===== config.mk =====
export PLATFORM = sky130hd
export DESIGN_NAME = i2c_master_phase_sequencer
export DESIGN_NICKNAME = d
export VERILOG_FILES = /design/src/design/i2cps_pkg.sv /design/src/design/i2cps_front.sv /design/src/design/i2cps_queue.sv /design/src/design/i2cps_back.sv /design/src/design/i2c_master_phase_sequencer.sv
export SDC_FILE = /design/constraint.sdc
export NUM_CORES = 1
export LEC_CHECK = 0
export BUFFER_PORTS_ARGS = -buffer_cell sky130_fd_sc_hd__buf_2
export CAP_MARGIN = 20
export CORE_MARGIN = 1
export CORE_UTILIZATION = 55
export DETAILED_ROUTE_END_ITERATION = 8
export HOLD_SLACK_MARGIN = 0.15
export PLACE_DENSITY_LB_ADDON = 0.12
export SLEW_MARGIN = 5
export SYNTH_ARGS = -nofsm -noshare
export SYNTH_HDL_FRONTEND = slang
export SYNTH_SLANG_ARGS = --single-unit

===== constraint.sdc =====
create_clock -name clk -period 2.8 [get_ports clk]
set_input_delay 0.56 -clock clk [delete_from_list [all_inputs] [get_ports clk]]
set_output_delay 0.56 -clock clk [all_outputs]
set_load 0.03 [all_outputs]

===== src/design/i2cps_pkg.sv =====
// Shared types, codes and phase table for the I2C phase sequencer.
package i2cps_pkg;

  // Operation codes as they arrive on the request beat
  localparam logic [2:0] OP_TICK  = 3'd0;
  localparam logic [2:0] OP_START = 3'd1;
  localparam logic [2:0] OP_STOP  = 3'd2;
  localparam logic [2:0] OP_WRITE = 3'd3;
  localparam logic [2:0] OP_READ  = 3'd4;
  localparam logic [2:0] OP_SACK  = 3'd5;
  localparam logic [2:0] OP_CACK  = 3'd6;

  // Read pattern: last phase, and the sampling sub-step within each bit
  localparam logic [5:0] READ_LAST_PHASE = 6'd33;
  localparam logic [1:0] READ_SUB_LOW    = 2'd1;
  localparam logic [1:0] READ_SUB_HIGH   = 2'd2;
  localparam logic [1:0] READ_SUB_SAMPLE = 2'd3;

  // Command being carried out by the back end; idle when none
  typedef enum logic [2:0] {
    CMD_IDLE  = 3'd0,
    CMD_START = 3'd1,
    CMD_STOP  = 3'd2,
    CMD_WRITE = 3'd3,
    CMD_READ  = 3'd4,
    CMD_SACK  = 3'd5,
    CMD_CACK  = 3'd6
  } cmd_t;

  // Request beat
  typedef struct packed {
    logic [2:0] operation;
    logic [7:0] data_byte;
    logic       ack_level;
    logic       sda_in;
  } req_t;

  // Response beat
  typedef struct packed {
    logic       scl_level;
    logic       sda_level;
    logic       busy_res;
    logic       done_res;
    logic [7:0] read_data;
    logic       ack_received;
    logic       rejected;
  } rsp_t;

  // Classified item passed from front end to back end
  typedef struct packed {
    logic       is_cmd;
    cmd_t       cmd;
    logic [7:0] data_byte;
    logic       ack_level;
    logic       sda_in;
  } item_t;

  // Number of phases in each command's line pattern
  function automatic logic [5:0] phase_len(input cmd_t cmd);
    logic [5:0] len;
    unique case (cmd)
      CMD_START: len = 6'd3;
      CMD_STOP:  len = 6'd3;
      CMD_WRITE: len = 6'd25;
      CMD_READ:  len = 6'd33;
      CMD_SACK:  len = 6'd5;
      CMD_CACK:  len = 6'd6;
      default:   len = 6'd0;
    endcase
    return len;
  endfunction

endpackage


===== src/design/i2cps_front.sv =====
// Front end: decode the operation of each request beat into a tick or a command.
module i2cps_front import i2cps_pkg::*; (
  input  req_t  req,
  output item_t item
);

  // Classify the operation; code seven counts as a tick
  always_comb begin
    item.is_cmd    = 1'b1;
    item.cmd       = CMD_IDLE;
    item.data_byte = req.data_byte;
    item.ack_level = req.ack_level;
    item.sda_in    = req.sda_in;
    unique case (req.operation)
      OP_START: item.cmd = CMD_START;
      OP_STOP:  item.cmd = CMD_STOP;
      OP_WRITE: item.cmd = CMD_WRITE;
      OP_READ:  item.cmd = CMD_READ;
      OP_SACK:  item.cmd = CMD_SACK;
      OP_CACK:  item.cmd = CMD_CACK;
      default:  item.is_cmd = 1'b0;
    endcase
  end

endmodule


===== src/design/i2cps_queue.sv =====
// Two-entry queue of classified items between the front and back ends.
module i2cps_queue import i2cps_pkg::*; (
  input  logic  clk,
  input  logic  rst,
  input  logic  push,
  input  item_t push_item,
  output logic  full,
  input  logic  pop,
  output logic  head_valid,
  output item_t head_item
);

  item_t       entries [2];
  logic        wr_ptr;
  logic        rd_ptr;
  logic [1:0]  count;

  assign full       = (count == 2'd2);
  assign head_valid = (count != 2'd0);
  assign head_item  = entries[rd_ptr];

  // Store the incoming beat
  always_ff @(posedge clk) begin
    if (push) begin
      entries[wr_ptr] <= push_item;
    end
  end

  // Advance pointers and occupancy
  always_ff @(posedge clk) begin
    if (rst) begin
      wr_ptr <= 1'b0;
      rd_ptr <= 1'b0;
      count  <= 2'd0;
    end else begin
      if (push) wr_ptr <= ~wr_ptr;
      if (pop)  rd_ptr <= ~rd_ptr;
      count <= count + {1'b0, push} - {1'b0, pop};
    end
  end

  // Occupancy stays within depth
  a_count_range: assert property (@(posedge clk) disable iff (rst) count <= 2'd2)
    else $error("queue occupancy beyond depth");

  // Never pop an empty queue or push a full one
  a_no_underflow: assert property (@(posedge clk) disable iff (rst)
    pop |-> head_valid)
    else $error("pop from empty queue");

  a_no_overflow: assert property (@(posedge clk) disable iff (rst)
    push |-> !full)
    else $error("push into full queue");

endmodule


===== src/design/i2cps_back.sv =====
// Back end: step the command's line pattern per item and register the response beat.
module i2cps_back import i2cps_pkg::*; (
  input  logic  clk,
  input  logic  rst,
  input  logic  head_valid,
  input  item_t head_item,
  output logic  pop,
  output logic  rsp_valid,
  input  logic  rsp_stall,
  output rsp_t  rsp
);

  cmd_t       cmd_held, cmd_held_next;
  logic [5:0] phase_count, phase_count_next;
  logic [5:0] phase;
  logic [5:0] phase_m1;
  logic [1:0] bit_step, bit_step_next;
  logic [7:0] shift_byte, shift_byte_next;
  logic [7:0] read_byte_reg, read_byte_reg_next;
  logic       scl_reg, scl_reg_next;
  logic       sda_reg, sda_reg_next;
  logic       ack_reg, ack_reg_next;
  logic       ack_drive, ack_drive_next;
  logic       load;
  logic       advance;
  logic       done;
  logic       rej;

  // Take the head item whenever the response register is free or draining
  assign pop = head_valid && (!rsp_valid || !rsp_stall);

  assign load     = pop && head_item.is_cmd && (cmd_held == CMD_IDLE);
  assign advance  = pop && !head_item.is_cmd && (cmd_held != CMD_IDLE);
  assign phase    = phase_count + 6'd1;
  assign phase_m1 = phase_count;

  // Next command and phase
  always_comb begin
    cmd_held_next    = cmd_held;
    phase_count_next = phase_count;
    done             = 1'b0;
    rej              = 1'b0;
    if (pop && head_item.is_cmd) begin
      if (cmd_held != CMD_IDLE) begin
        rej = 1'b1;
      end else begin
        cmd_held_next    = head_item.cmd;
        phase_count_next = 6'd0;
      end
    end else if (advance) begin
      phase_count_next = phase;
      if (phase >= phase_len(cmd_held)) begin
        done             = 1'b1;
        cmd_held_next    = CMD_IDLE;
        phase_count_next = 6'd0;
      end
    end
  end

  // Line actions and data path for the current phase
  always_comb begin
    bit_step_next      = bit_step;
    shift_byte_next    = shift_byte;
    read_byte_reg_next = read_byte_reg;
    scl_reg_next       = scl_reg;
    sda_reg_next       = sda_reg;
    ack_reg_next       = ack_reg;
    ack_drive_next     = ack_drive;
    if (load) begin
      bit_step_next = 2'd0;
      case (head_item.cmd)
        CMD_WRITE: shift_byte_next = head_item.data_byte;
        CMD_READ:  shift_byte_next = 8'd0;
        CMD_SACK:  ack_drive_next  = head_item.ack_level;
        default:   ;
      endcase
    end else if (advance) begin
      unique case (cmd_held)
        CMD_START: begin
          if (phase == 6'd1) begin
            sda_reg_next = 1'b1;
            scl_reg_next = 1'b1;
          end else if (phase == 6'd2) begin
            sda_reg_next = 1'b0;
          end else begin
            scl_reg_next = 1'b0;
          end
        end
        CMD_STOP: begin
          if (phase == 6'd2) scl_reg_next = 1'b1;
          else if (phase == 6'd3) sda_reg_next = 1'b1;
        end
        CMD_WRITE: begin
          // Three sub-steps per bit: drive data, raise clock, drop clock
          if (phase >= 6'd2) begin
            bit_step_next = (bit_step == 2'd2) ? 2'd0 : bit_step + 2'd1;
            if (bit_step == 2'd0) begin
              sda_reg_next    = shift_byte[7];
              shift_byte_next = {shift_byte[6:0], 1'b0};
            end else if (bit_step == 2'd1) begin
              scl_reg_next = 1'b1;
            end else begin
              scl_reg_next = 1'b0;
            end
          end
        end
        CMD_READ: begin
          if (phase == READ_LAST_PHASE) begin
            scl_reg_next       = 1'b0;
            read_byte_reg_next = shift_byte;
          end else begin
            if (phase == 6'd1) sda_reg_next = 1'b1;
            if (phase_m1[1:0] == READ_SUB_LOW) begin
              scl_reg_next = 1'b0;
            end else if (phase_m1[1:0] == READ_SUB_HIGH) begin
              scl_reg_next = 1'b1;
            end else if (phase_m1[1:0] == READ_SUB_SAMPLE) begin
              shift_byte_next = {shift_byte[6:0], head_item.sda_in};
            end
          end
        end
        CMD_SACK: begin
          if (phase == 6'd1) begin
            scl_reg_next = 1'b0;
          end else if (phase == 6'd2) begin
            sda_reg_next = ~ack_drive;
            scl_reg_next = 1'b0;
          end else if (phase == 6'd3) begin
            scl_reg_next = 1'b1;
          end else if (phase == 6'd4) begin
            scl_reg_next = 1'b0;
          end else begin
            sda_reg_next = 1'b1;
          end
        end
        CMD_CACK: begin
          if (phase == 6'd1) sda_reg_next = 1'b1;
          else if (phase == 6'd2) scl_reg_next = 1'b0;
          else if (phase == 6'd3) scl_reg_next = 1'b1;
          else if (phase == 6'd4) ack_reg_next = ~head_item.sda_in;
          else if (phase == 6'd5) scl_reg_next = 1'b0;
          else sda_reg_next = 1'b0;
        end
        default: ;
      endcase
    end
  end

  // Hold sequencer state; pins reset released high
  always_ff @(posedge clk) begin
    if (rst) begin
      cmd_held      <= CMD_IDLE;
      phase_count   <= 6'd0;
      bit_step      <= 2'd0;
      shift_byte    <= 8'd0;
      read_byte_reg <= 8'd0;
      scl_reg       <= 1'b1;
      sda_reg       <= 1'b1;
      ack_reg       <= 1'b0;
      ack_drive     <= 1'b0;
    end else begin
      cmd_held      <= cmd_held_next;
      phase_count   <= phase_count_next;
      bit_step      <= bit_step_next;
      shift_byte    <= shift_byte_next;
      read_byte_reg <= read_byte_reg_next;
      scl_reg       <= scl_reg_next;
      sda_reg       <= sda_reg_next;
      ack_reg       <= ack_reg_next;
      ack_drive     <= ack_drive_next;
    end
  end

  // Register the response beat; drop valid once taken
  always_ff @(posedge clk) begin
    if (rst) begin
      rsp_valid <= 1'b0;
    end else if (pop) begin
      rsp_valid <= 1'b1;
    end else if (!rsp_stall) begin
      rsp_valid <= 1'b0;
    end
  end

  always_ff @(posedge clk) begin
    if (pop) begin
      rsp.scl_level    <= scl_reg_next;
      rsp.sda_level    <= sda_reg_next;
      rsp.busy_res     <= (cmd_held_next != CMD_IDLE);
      rsp.done_res     <= done;
      rsp.read_data    <= read_byte_reg_next;
      rsp.ack_received <= ack_reg_next;
      rsp.rejected     <= rej;
    end
  end

  // A finished command leaves the sequencer idle
  a_done_idle: assert property (@(posedge clk) disable iff (rst)
    rsp_valid && rsp.done_res |-> !rsp.busy_res)
    else $error("done reported while still busy");

  // A refused command never ends the running one
  a_reject_busy: assert property (@(posedge clk) disable iff (rst)
    rsp_valid && rsp.rejected |-> rsp.busy_res && !rsp.done_res)
    else $error("rejection while idle or on completion");

  // Phase never runs past the longest pattern
  a_phase_bound: assert property (@(posedge clk) disable iff (rst)
    phase_count < READ_LAST_PHASE)
    else $error("phase counter beyond pattern length");

  // Idle sequencer keeps phase at zero
  a_idle_phase: assert property (@(posedge clk) disable iff (rst)
    cmd_held == CMD_IDLE |-> phase_count == 6'd0)
    else $error("phase count set while idle");

endmodule


===== src/design/i2c_master_phase_sequencer.sv =====
// Top level of the I2C master phase sequencer: front end, item queue, back end.
//
//   beat   direction  handshake               payload
//   req    in         req_valid / req_stall   req_t: operation, data_byte, ack_level, sda_in
//   rsp    out        rsp_valid / rsp_stall   rsp_t: pins, busy, done, read byte, ack, reject
//
// One request beat per cycle while req_stall is low; once taken, each beat waits in the
// two-entry queue, then its response beat is held in the response register.
// The back end applies one phase per tick beat, so the queue and response register set the rate.
// Reset clears the queue and response valid; SCL and SDA come out of reset released high.
// rsp_stall holds the response register; req_stall rises once the two-entry queue
// behind it is full.
module i2c_master_phase_sequencer import i2cps_pkg::*; (
  input  logic clk,
  input  logic rst,
  input  logic req_valid,
  output logic req_stall,
  input  req_t req,
  output logic rsp_valid,
  input  logic rsp_stall,
  output rsp_t rsp
);

  item_t front_item;
  item_t head_item;
  logic  queue_full;
  logic  head_valid;
  logic  pop;
  logic  push;

  assign req_stall = queue_full;
  assign push      = req_valid && !queue_full;

  i2cps_front u_front (
    .req  (req),
    .item (front_item)
  );

  i2cps_queue u_queue (
    .clk        (clk),
    .rst        (rst),
    .push       (push),
    .push_item  (front_item),
    .full       (queue_full),
    .pop        (pop),
    .head_valid (head_valid),
    .head_item  (head_item)
  );

  i2cps_back u_back (
    .clk        (clk),
    .rst        (rst),
    .head_valid (head_valid),
    .head_item  (head_item),
    .pop        (pop),
    .rsp_valid  (rsp_valid),
    .rsp_stall  (rsp_stall),
    .rsp        (rsp)
  );

endmodule


; ---- After elaboration in Yosys (flattened, before gate mapping)
; Memories as Yosys holds them, arrays and structs flattened. A register that Yosys moved wholly into a read port is not among the register bits.
; Cells that the tools add are included.
[classes]
reduce_logical = 27
bitwise_logic = 5
muxes = 84
order_cmp = 2
eq_ne = 36
add_sub_neg = 4
[op_table]
columns = operator, count
row1 = two-way mux 8 bit, 12
row2 = two-way mux 1 bit, 55
row3 = two-way mux 6 bit, 6
row4 = one-hot mux 8 bit (2 select lines), 2
row5 = one-hot mux 6 bit (5 select lines), 1
row6 = equality test 3 bit (second input constant), 8
row7 = one-hot mux 3 bit (6 select lines), 1
row8 = equality test 3 x 2 -> 1 bit (second input constant), 5
row9 = equality test 6 x 2 -> 1 bit (second input constant), 2
row10 = equality test 6 x 3 -> 1 bit (second input constant), 2
row11 = two-way mux 3 bit, 4
row12 = one-hot mux 1 bit (6 select lines), 2
row13 = != test 3 x 1 -> 1 bit (second input constant), 3
row14 = != test 3 x 2 -> 1 bit (second input constant), 3
row15 = AND reduction 9 bit, 1
row16 = nonzero test 3 bit, 3
row17 = equality test 2 bit (second input constant), 4
row18 = adder 6 x 1 -> 6 bit (second input constant), 1
row19 = equality test 3 x 1 -> 1 bit (second input constant), 2
row20 = equality test 6 x 1 -> 1 bit (second input constant), 1
row21 = equality test 6 bit (second input constant), 1
row22 = >= comparator 6 x 2 -> 1 bit (second input constant), 1
row23 = >= comparator 6 bit, 1
row24 = logical AND 1 bit, 6
row25 = other kinds (18), 31
[word_totals]
word_cells = 179
out_inout_bits = 16
input_bits = 17
memories = 1
reg_bits = 50
ram_bits = 28
[mem_list]
columns = name, depth, word_bits, read_ports, rd_ports_with_merged_regs, write_ports, line_no
row1 = u_queue.entries, 2, 14, 1, 1, 1, i2cps_queue.sv:13  ; item_t entries [2];

; ---- Longest topological paths before layout
; Gate-level depths: netlist (run 1).
[depth]
depth_word = 12
mapped_depth = 10
mapped_depth_nobuf = 9

; ---- Cells and area by module
; From an unflattened synthesis (run 1), not the netlist that was laid out.
[hier_totals]
hier_cells = 398
area_unflattened_um2 = 4262.8
[modules_own_cells]
columns = mod, n_inst, seq_area_each_um2, area_each_um2, cells_each
row1 = i2cps_back, 1, 1061.0, 2907.8, 318
row2 = i2cps_queue, 1, 940.9, 1228.7, 64
row3 = i2cps_front, 1, 0.0, 112.6, 15
row4 = i2c_master_phase_sequencer, 1, 0.0, 13.8, 1

; ---- Worst setup path before layout (run 1)
; Ideal clock, no wire load.
[synth_path]
kind = reg2reg
from = reg u_back.cmd_held[2]
to = reg, netlist name u_back.rsp[11]
setup_time_ns = 0.275
required_time_ns = 2.525
period_less_slack_ns = 2.402
arrival_time_ns = 2.127
path_stages_with_launch = 11
n_path_buf = 2
slack_ns = 0.398
cell_sequence = dfxtp_1 -> clkbuf_1 -> buf_1 -> a21oi_1 -> ha_1 -> nand2b_1 -> a21o_1 -> a21oi_1 -> o21a_1 -> nor3_1 -> o2111ai_1
[synth_between]
elab_chain_cells = 10
word_cells_on_any_way = 18
classes_between = order compare (1) / eq/ne (6) / mux (7) / reduce/logical (4)
[synth_lines]
columns = element, line_no
row1 = "start, declared", i2cps_back.sv:13  ; cmd_t cmd_held, cmd_held_next;
row2 = "start signal, assigned", i2cps_back.sv:162  ; cmd_held <= cmd_held_next;
row3 = equality test 3 x 1 -> 1 bit / equality test 3 x 2 -> 1 bit (equally long branches), i2cps_pkg.sv:61  ; unique case (cmd)
row4 = OR reduction 2 bit (no source line), -
row5 = one-hot mux 6 bit (5 select lines), i2cps_pkg.sv:61
row6 = two-way mux 6 bit, i2cps_back.sv:50  ; end else if (advance) begin
row7 = two-way mux 6 bit, i2cps_back.sv:43  ; if (pop && head_item.is_cmd) begin
row8 = >= comparator 6 bit, i2cps_back.sv:52  ; if (phase >= phase_len(cmd_held)) begin
row9 = two-way mux 3 bit, i2cps_back.sv:52
row10 = two-way mux 3 bit, i2cps_back.sv:50
row11 = two-way mux 3 bit *, i2cps_back.sv:43
row12 = nonzero test 3 bit *, i2cps_back.sv:189  ; rsp.busy_res <= (cmd_held_next != CMD_IDLE);
; Mark *: on every way between the ends. The rest lies on a longest branch, timed or not. The select of a mux whose other input is x is not followed.
; A chain may end at the register's enable or synchronous reset.

; ---- Worst setup path in the final report (run 1)
[layout_path]
from = reg u_back.cmd_held[1]
to = reg, netlist name u_back.rsp[11]
[layout_between]
elab_chain_cells = 10
word_cells_on_any_way = 18
classes_between = order compare (1) / eq/ne (6) / mux (7) / reduce/logical (4)
[layout_lines]
columns = element, line_no
row1 = equality test 3 x 1 -> 1 bit / equality test 3 x 2 -> 1 bit (equally long branches), i2cps_pkg.sv:61
row2 = OR reduction 2 bit (no source line), -
row3 = one-hot mux 6 bit (5 select lines), i2cps_pkg.sv:61
row4 = two-way mux 6 bit, i2cps_back.sv:50
row5 = two-way mux 6 bit, i2cps_back.sv:43
row6 = >= comparator 6 bit, i2cps_back.sv:52
row7 = two-way mux 3 bit, i2cps_back.sv:52
row8 = two-way mux 3 bit, i2cps_back.sv:50
row9 = two-way mux 3 bit *, i2cps_back.sv:43
row10 = nonzero test 3 bit *, i2cps_back.sv:189
; Marks and branches as above.

==> results of run 1 <==
## power by group through the flow
stage | clock (mW) | combinational [mW] | sequential (mW)
2_1_floorplan | 0 | 0.906 | 1.69
3_3_place_gp | 0 | 1.36 | 1.60
3_5_place_dp | 0 | 1.37 | 1.60
4_1_cts | 0.908 | 1.38 | 1.58
5_1_grt | 0.947 | 1.53 | 1.61
6_report | 0.889 | 1.39 | 1.58
## final timing paths
path	cells past startpoint	endpoint	from	slack [ps]
max	8	u_back.rsp[11]	u_back.cmd_held[1]	230
min	1	u_queue.entries[0][4]	req[4]	380
max reg2reg	8	u_back.rsp[11]	u_back.cmd_held[1]	230
min reg2reg	2	u_back.rsp_valid	u_queue.count[0]	520
## timing repair
action,in CTS,in global routing
gates resized for setup,0,8
hold buffers,0,0
endpoints found under the setup margin,0,25
## final cells by class
class / count / area, µm²
Clock buffer: 9 / 124
Clock inverter: 7 / 82.6
Fill cell: 600 / 2590
Inverter: 16 / 60.1
Multi-Input combinational cell: 283 / 2060
Sequential cell: 79 / 2010
Tap cell: 99 / 124
Timing Repair Buffer: 48 / 280
## cells in the mapped netlist, types with 3 or more instances
master,n
edfxtp_1,42
dfxtp_1,37
nor2_1,28
nand2_1,26
mux2_2,19
inv_1,16
ha_1,15
a21oi_1,14
a31oi_1,14
nor3_1,14
nand3_1,13
and2_1,12
clkbuf_1,12
nand2b_1,12
o21ai_0,12
nor2b_1,8
a311oi_2,6
mux2i_1,6
and3_1,5
o21a_1,5
or2_2,5
buf_2,4
buf_6,4
xnor2_1,4
a211oi_1,3
a21boi_0,3
a21o_1,3
a32o_1,3
o211ai_1,3
or3_1,3
xor2_1,3
## kinds of logic (layout without fill, tap and decap cells)
group | after synthesis | in the layout | share of synthesized area, %
XOR/XNOR | 7 | 7 | 1.45
AND/OR/NAND/NOR | 143 | 143 | 18.2
adder cells (fa/ha/maj) | 16 | 16 | 4.67
AO/OA/AOI/OAI | 91 | 91 | 17.1
flip-flops | 79 | 79 | 47.3
buffers and inverters | 39 | 80 | 4.41
multiplexers | 26 | 26 | 6.83
## critical path, stage by stage, from the launching register on
cell,delay [ps]
dfxtp_1,490
nor2b_1,490
nor2_1,120
ha_1,290
a21o_1,150
a21oi_1,280
o21a_1,300
nor3_2,80
o2111ai_1,210
## per-layer routing
metal  GRT usage, %  share of wire (%)
met2           35.1                 45
met4           9.02                1.9
met1           31.4                 47
met3           4.99                5.7
met5              0                  0
==> impl_metrics.yaml, run 1 <==
outcome:
  status: "completed"
drt:
  first_pass_iters: 5
  wl_um: 8550
  wl_per_cell_um: 15.8
  dr_total_vias: 3155
  drc_errors: 0
  vias_per_cell: 5.83
  drtAntennaViolNets: 0
  drt_iter0_drc: 157
synth:
  syn_nets: 433
  synth.area.top_cells: "edfxtp_1, dfxtp_1, mux2_2"
  syn_avg_cell_area_um2: 10.5
  synthesis.area_um2: 4230
  synth-async-reset-ratio_pct: 0
  yosysTopAreaCell: "edfxtp_1"
  ys_seq_elements: 79
  seq_area_frac_synth_pct: 47.3
  synth_warnings: 0
  synth_cells: 401
  synthDistinctLibCells: 72
  synth_top_area_share_pct: 29.8
  synth_edf_count: 42
  ys.flop_type: "edfxtp_1"
global_routing:
  grt_pass1_vias: 2925
  grt_max_degree: 25
  grt-ovfl-total: 0
  grt_pass1_wl_um: 14400
  gr-usage-all-layers_pct: 22.8
  antenna_found_initial: 0
final_layout:
  syn2layout_area_growth_pct: 12.1
  top_register: "u_queue.entries"
  fin_area_um2: 4740
  largest_reg_flops: 28
  utilization_pct: 64.7
  mostFrequentLayoutCells: "edfxtp_1, dfxtp_1, buf_2"
  largestRegisters: "u_queue.entries (28), u_back.rsp (14)"
  final_common_cell: "edfxtp_1"
  n_antenna_cell: 0
  layout.nets: 469
  drive_above_1_share_pct: 26.5
  stdcell_count: 541
clock_network:
  cts.clk_slew.worst_paths_ps: 90
  clk-insertion-delay-late_ps: 360
  post_cts_buffers: 0
  numCtsBuffers: 9
  clock_sinks: 79
  cts_tree: "built"
  cts_root_buffer: "clkbuf_8"
  cts.path.max_buffers: 2
  cts.htree.levels: 3
pwr:
  combPwrFrac_pct: 35.9
  power_density_nw_per_um2: 813
  finalPower_mw: 3.86
  p_clk_share_pct: 23.1
  p_leak_nw: 1.83
  power_switching_mw: 1.44
  vdd_drop_max_uv: 494
  cell_internal_pwr_mw: 2.42
  pwr-share-seq_pct: 41.0
  switching_share_pct: 37.3
placement:
  placed_cells: 525
  port_buffers: 32
  hpwl_um: 6220
  place_area_um2: 4510
  dp_slack_ps: 93.1
  routabilityCongestion: 0.907
die:
  fp.coreArea_um2: 7330
  die_x_um: 89.7
  die_area_um2: 8050
  start_util_pct: 57.7
  die_h_um: 89.7
  num_rows: 31
  io_pins: 33
timing:
  finalCritPeriodShare_pct: 91.9
  slew_viol_final: 0
  setup-violations-final: 0
  max_freq_mhz: 389
  fin_ws_ps: 228
  skew_ps: 8.64
  relSlewSlack_pct: 56.4
  holdWs_ps: 380
  worst-slew-pin-transition_ps: 654
  min_period_ps: 2570
  fin_tns_setup_ps: 0
  finalHoldViolCount: 0
worst_setup_path:
  cp-end-kind: "flip-flop"
  criticalPathCategory: "flip-flop to flip-flop"
  crit_fanout: 7
  cp_data_arrival_time_ps: 2770
  critPathLaunchType: "flip-flop"
  crit_required_ps: 2990
worst_hold_path:
  hold_path.class: "input pin to flip-flop"
run:
  drv_cap: 0
Power figures use the tool's default switching activity.
==> inputs of run 2 (changes only) <==
Clock period 2.8 ns to 2.4 ns, I/O delays scaled along.
==> run 2 against run 1 <==
Effect of this change:
- via count up 2.5%
- core utilization up 3.3 points
- worst setup slack worse by 140 ps
- clock-buffer cell count up 1
- fmax up 11%
- clock skew up 3.3 ps
- die area unchanged
- non-clock buffer count up 24
- clock power up 12%
- power up 18%
- cell area up 5.1%
- critical path type unchanged
- largest cell class unchanged
- largest power group unchanged
==> impl_metrics.yaml, run 2 (synthesized netlist as in run 1, its figures left out) <==
clock_network:
  cts.clk_slew.worst_paths_ps: 90
  numCtsBuffers: 9
  cts.htree.levels: 3
  clk-insertion-delay-late_ps: 360
  clock_sinks: 79
  cts_root_buffer: "clkbuf_8"
  cts.path.max_buffers: 2
  cts_tree: "built"
global_routing:
  grt.busiest_layer: "met2"
  use_met1_pct: 32.2
  grt_pass1_vias: 3138
  grt.met3_usage_pct: 3.47
  use_met2_pct: 37.8
  antenna_found_initial: 0
  grt_max_degree: 18
  gr-usage-all-layers_pct: 23.6
  grt_pass1_wl_um: 15000
  grt-ovfl-total: 0
worst_setup_path:
  critPathLaunchType: "flip-flop"
  regToRegSetupSlack_ps: 90
  timing.rr.start: "u_back.phase_count[0]"
  crit_required_ps: 2510
  cp_data_arrival_time_ps: 2420
  crit_fanout: 6
  r2r_end: "u_back.rsp[13]"
  cp-end-kind: "flip-flop"
  criticalPathCategory: "flip-flop to flip-flop"
  reg2reg_depth: 7
placement:
  hpwl_um: 6610
  routabilityCongestion: 0.905
  port_buffers: 32
die:
  die_h_um: 89.7
  fp.coreArea_um2: 7330
  die_x_um: 89.7
  num_rows: 31
  die_area_um2: 8050
  start_util_pct: 57.7
  io_pins: 33
final_layout:
  final_common_cell: "edfxtp_1"
  syn2layout_area_growth_pct: 17.8
  drive_above_1_share_pct: 32.2
  top_register: "u_queue.entries"
  largestRegisters: "u_queue.entries (28), u_back.rsp (14)"
  n_antenna_cell: 0
  layout.nets: 493
  largest_reg_flops: 28
  mostFrequentLayoutCells: "edfxtp_1, buf_4, buf_2"
pwr:
  p_clk_share_pct: 21.8
  combPwrFrac_pct: 37.8
  power_switching_mw: 1.71
  pwr-share-seq_pct: 40.3
  finalPower_mw: 4.56
  vdd_drop_max_uv: 890
  cell_internal_pwr_mw: 2.85
  power_density_nw_per_um2: 915
  switching_share_pct: 37.6
  p_leak_nw: 1.96
timing:
  skew_ps: 11.9
  worst-slew-pin-transition_ps: 650
  holdWs_ps: 300
  finalHoldViolCount: 0
  setup-violations-final: 0
  rsz0062_at_grt: "no"
  min_period_ps: 2310
  slew_viol_final: 0
  relSlewSlack_pct: 56.6
  finalCritPeriodShare_pct: 96.1
  max_freq_mhz: 433
  fin_tns_setup_ps: 0
worst_hold_path:
  holdPathStages: 1
  min_from: "req[5]"
  min_to: "u_queue.entries[0][5]"
  hold_path.class: "input pin to flip-flop"
run:
  drv_cap: 0
drt:
  drt_iter0_drc: 164
  first_pass_iters: 5
  wl_per_cell_um: 15.8
  drtAntennaViolNets: 0
  dr_total_vias: 3234
  vias_per_cell: 5.72
  drc_errors: 0
  wl_um: 8950
outcome:
  status: "completed"
-- run 2: changes by cell type in the layout (fill, tap and decap cells not counted), sizes merged --
cell,delta
inv,-3
bufinv,-1
buf,+24
clkinv,+2
clkinvlp,+1
clkbuf,+1
-- run 2: per-layer routing --
layer,part of all wire (%),vias up
li1,-,1597
met2,46,99
met5,0,-
met3,4.8,20
met1,47,1518
met4,2.3,0
-- run 2: worst max-delay path, cell delays in order (launching register included) --
cell and delay, ps:
dfxtp_4 380, buf_4 160, ha_2 210, or4_4 530, o211ai_2 250, or3b_2 200, nand2_1 50, o32a_1 280
-- run 2: worst max-delay path by stage --
stage                                from                 end  slack [ps]  cells past startpoint
finish              u_back.phase_count[0]      u_back.rsp[13]          90                      7
global route        u_back.phase_count[0]  u_back.cmd_held[0]           8                     10
CTS                 u_back.phase_count[0]      u_back.rsp[11]          10                      9
detailed placement  u_back.phase_count[0]      u_back.rsp[11]         -40                      9
global placement    u_back.phase_count[0]      u_back.rsp[13]          -4                      7
floorplan           u_back.phase_count[0]      u_back.rsp[11]          40                     10
-- run 2: power groups by stage --
stage                     clock (mW)  combinational [mW]  sequential (mW)
after floorplan                    0                1.06             1.97
after global placement             0                1.66             1.86
after detailed placement           0                1.69             1.86
after CTS                       1.02                1.71             1.84
after global routing            1.07                1.87             1.87
final                          0.996                1.73             1.84
-- run 2: timing repair --
action                                  CTS  global route
pin swaps                                 1             2
endpoints found under the setup margin   14            20
resized for setup                         5            17
hold buffers                              0             0
setup buffers                             0             0
-- run 2: metrics by stage --
stage / util [%] / setup WS [ps] / area, µm² / cells
4_1_cts: 67.2 / 11.6 / 4930 / 565
3_3_place_gp: 64.1 / -4.15 / 4700 / 549
6_report: 68.0 / 92.7 / 4980 / 565
2_1_floorplan: - / 44.6 / 4230 / 401
5_1_grt: 68.0 / 8.14 / 4980 / 565
3_5_place_dp: 64.1 / -38.6 / 4700 / 549
-- run 2: final cells by class --
cell class,count,area (µm²)
multi-input cells,283,2110
repair buffers,72,473
fillers,549,2350
clock buffers,10,149
flip-flops and latches,79,2010
clock inverters,6,58.8
well taps,99,124
inverters,16,60.1
==> inputs of run 3 (changes only) <==
Settings changed: CORE_ASPECT_RATIO from default to 1.2.
==> run 3 against run 2 <==
Effect of this change:
- core utilization shrank 0.61 points
- combinational power is essentially flat
- critical path depth is the same
- via count grew 0.19%
- sequential power is essentially flat
- clock-buffer cell count is the same
- global-route usage shrank 0.19 points
- flip-flop and latch count is the same
- sequential share of layout area grew 0.078 points
- power shrank 2.1%
- fmax shrank 0.34%
- clock power shrank 5.2%
- largest cell class unchanged
==> impl_metrics.yaml, run 3 (synthesized netlist as in run 1, its figures left out) <==
outcome:
  status: "completed"
drt:
  wl_um: 8620
  wl_per_cell_um: 15.4
  first_pass_iters: 4
  drt_iter0_drc: 224
  dr_total_vias: 3240
  drtAntennaViolNets: 0
  drc_errors: 0
  vias_per_cell: 5.81
clock_network:
  cts_tree: "built"
  cts_root_buffer: "clkbuf_8"
  cts.path.max_buffers: 2
  cts.clk_slew.worst_paths_ps: 90
  cts.htree.levels: 3
  numCtsBuffers: 9
  postCtsHoldBufs: 0
  post_cts_buffers: 0
  clock_sinks: 79
  clk-insertion-delay-late_ps: 360
placement:
  hpwl_um: 6410
  port_buffers: 32
  routabilityCongestion: 0.958
timing:
  relSlewSlack_pct: 55.5
  max_freq_mhz: 432
  finalHoldViolCount: 0
  skew_ps: 10.8
  setup-violations-final: 0
  rsz0062_at_grt: "no"
  holdWs_ps: 302
  min_period_ps: 2320
  slew_viol_final: 0
  finalCritPeriodShare_pct: 96.5
  worst-slew-pin-transition_ps: 667
  fin_tns_setup_ps: 0
global_routing:
  grt.busiest_layer: "met2"
  use_met1_pct: 30.2
  grt_max_degree: 18
  grt-ovfl-total: 0
  grt.met3_usage_pct: 4.02
  use_met2_pct: 38.0
  grt_pass1_vias: 3067
  antenna_found_initial: 0
  grt_pass1_wl_um: 14400
  gr-usage-all-layers_pct: 23.4
die:
  die_x_um: 82.1
  io_pins: 33
  fp.coreArea_um2: 7360
  start_util_pct: 57.5
  num_rows: 34
  die_h_um: 98.1
  die_area_um2: 8050
worst_setup_path:
  crit_fanout: 5
  r2r_end: "u_back.rsp[13]"
  critPathMaxStageDelay_ps: 550
  critPathBufInv: 1
  critical-path-top-delay-family: "simple AND/OR/NAND/NOR gates"
  crit_required_ps: 2510
  reg2reg_depth: 7
  cp.depth: 7
  critPathLaunchType: "flip-flop"
  cp_data_arrival_time_ps: 2420
  criticalPathCategory: "flip-flop to flip-flop"
  worstPathCellList: "buf_4 > ha_1 > or4_4 > o211ai_4 > or3b_2 > nand2_1 > o32a_1"
  regToRegSetupSlack_ps: 80
  timing.rr.start: "u_back.phase_count[0]"
  critPathSlowestCell: "or4_4"
  cp-end-kind: "flip-flop"
final_layout:
  largestRegisters: "u_queue.entries (28), u_back.rsp (14)"
  layout.nets: 495
  top_register: "u_queue.entries"
  largest_reg_flops: 28
  utilization_pct: 67.4
  drive_above_1_share_pct: 31.0
  final_common_cell: "edfxtp_1"
  mostFrequentLayoutCells: "edfxtp_1, buf_4, dfxtp_1"
  syn2layout_area_growth_pct: 17.2
  n_antenna_cell: 0
worst_hold_path:
  holdPathStages: 1
  hold_path.class: "input pin to flip-flop"
  min_to: "u_queue.entries[0][6]"
  min_from: "req[6]"
pwr:
  vdd_drop_max_uv: 584
  finalPower_mw: 4.47
  power_density_nw_per_um2: 901
  p_leak_nw: 1.95
run:
  drv_cap: 0
run 3: repair_timing:
| action | in CTS | in global routing |
|---|---|---|
| gates resized for setup | 2 | 13 |
| pin swaps | 1 | 1 |
| setup endpoints to repair | 8 | 23 |
run 3: through the flow:
step           cell area [µm²]  setup slack (ps)  std cells
2_1_floorplan             4230              44.6        401
3_3_place_gp              4700              19.4        542
3_5_place_dp              4700             -20.8        542
4_1_cts                   4900            0.0846        558
5_1_grt                   4960              3.87        558
6_report                  4960              84.8        558
run 3: layout make-up:
type / count / area (µm²)
Fill cell: 586 / 2400
Inverter: 16 / 60.1
Tap cell: 90 / 113
Sequential cell: 79 / 2010
Clock buffer: 10 / 138
Timing Repair Buffer: 74 / 488
Multi-Input combinational cell: 283 / 2100
Clock inverter: 6 / 52.6
run 3: per-layer routing:
metal / routed length, µm / vias up
met5: 0 / -
met2: 4060 / 80
li1: - / 1607
met4: 267 / 0
met1: 4000 / 1526
met3: 293 / 27
run 3: how the worst max path moves through the flow:
stage                          startpoint  slack, ps        endpoint
floorplan           u_back.phase_count[0]         40  u_back.rsp[11]
global placement    u_back.phase_count[0]         20  u_back.rsp[13]
detailed placement  u_back.phase_count[0]        -20  u_back.rsp[13]
CTS                 u_back.phase_count[0]       0.08  u_back.rsp[13]
global route        u_back.phase_count[0]          4  u_back.rsp[13]
finish              u_back.phase_count[0]         80  u_back.rsp[13]
run 3: power by group:
group          switching (mW)  internal [mW]  total (mW)
clock network           0.526          0.418       0.944
registers               0.117           1.70        1.81
logic                    1.01          0.699        1.71
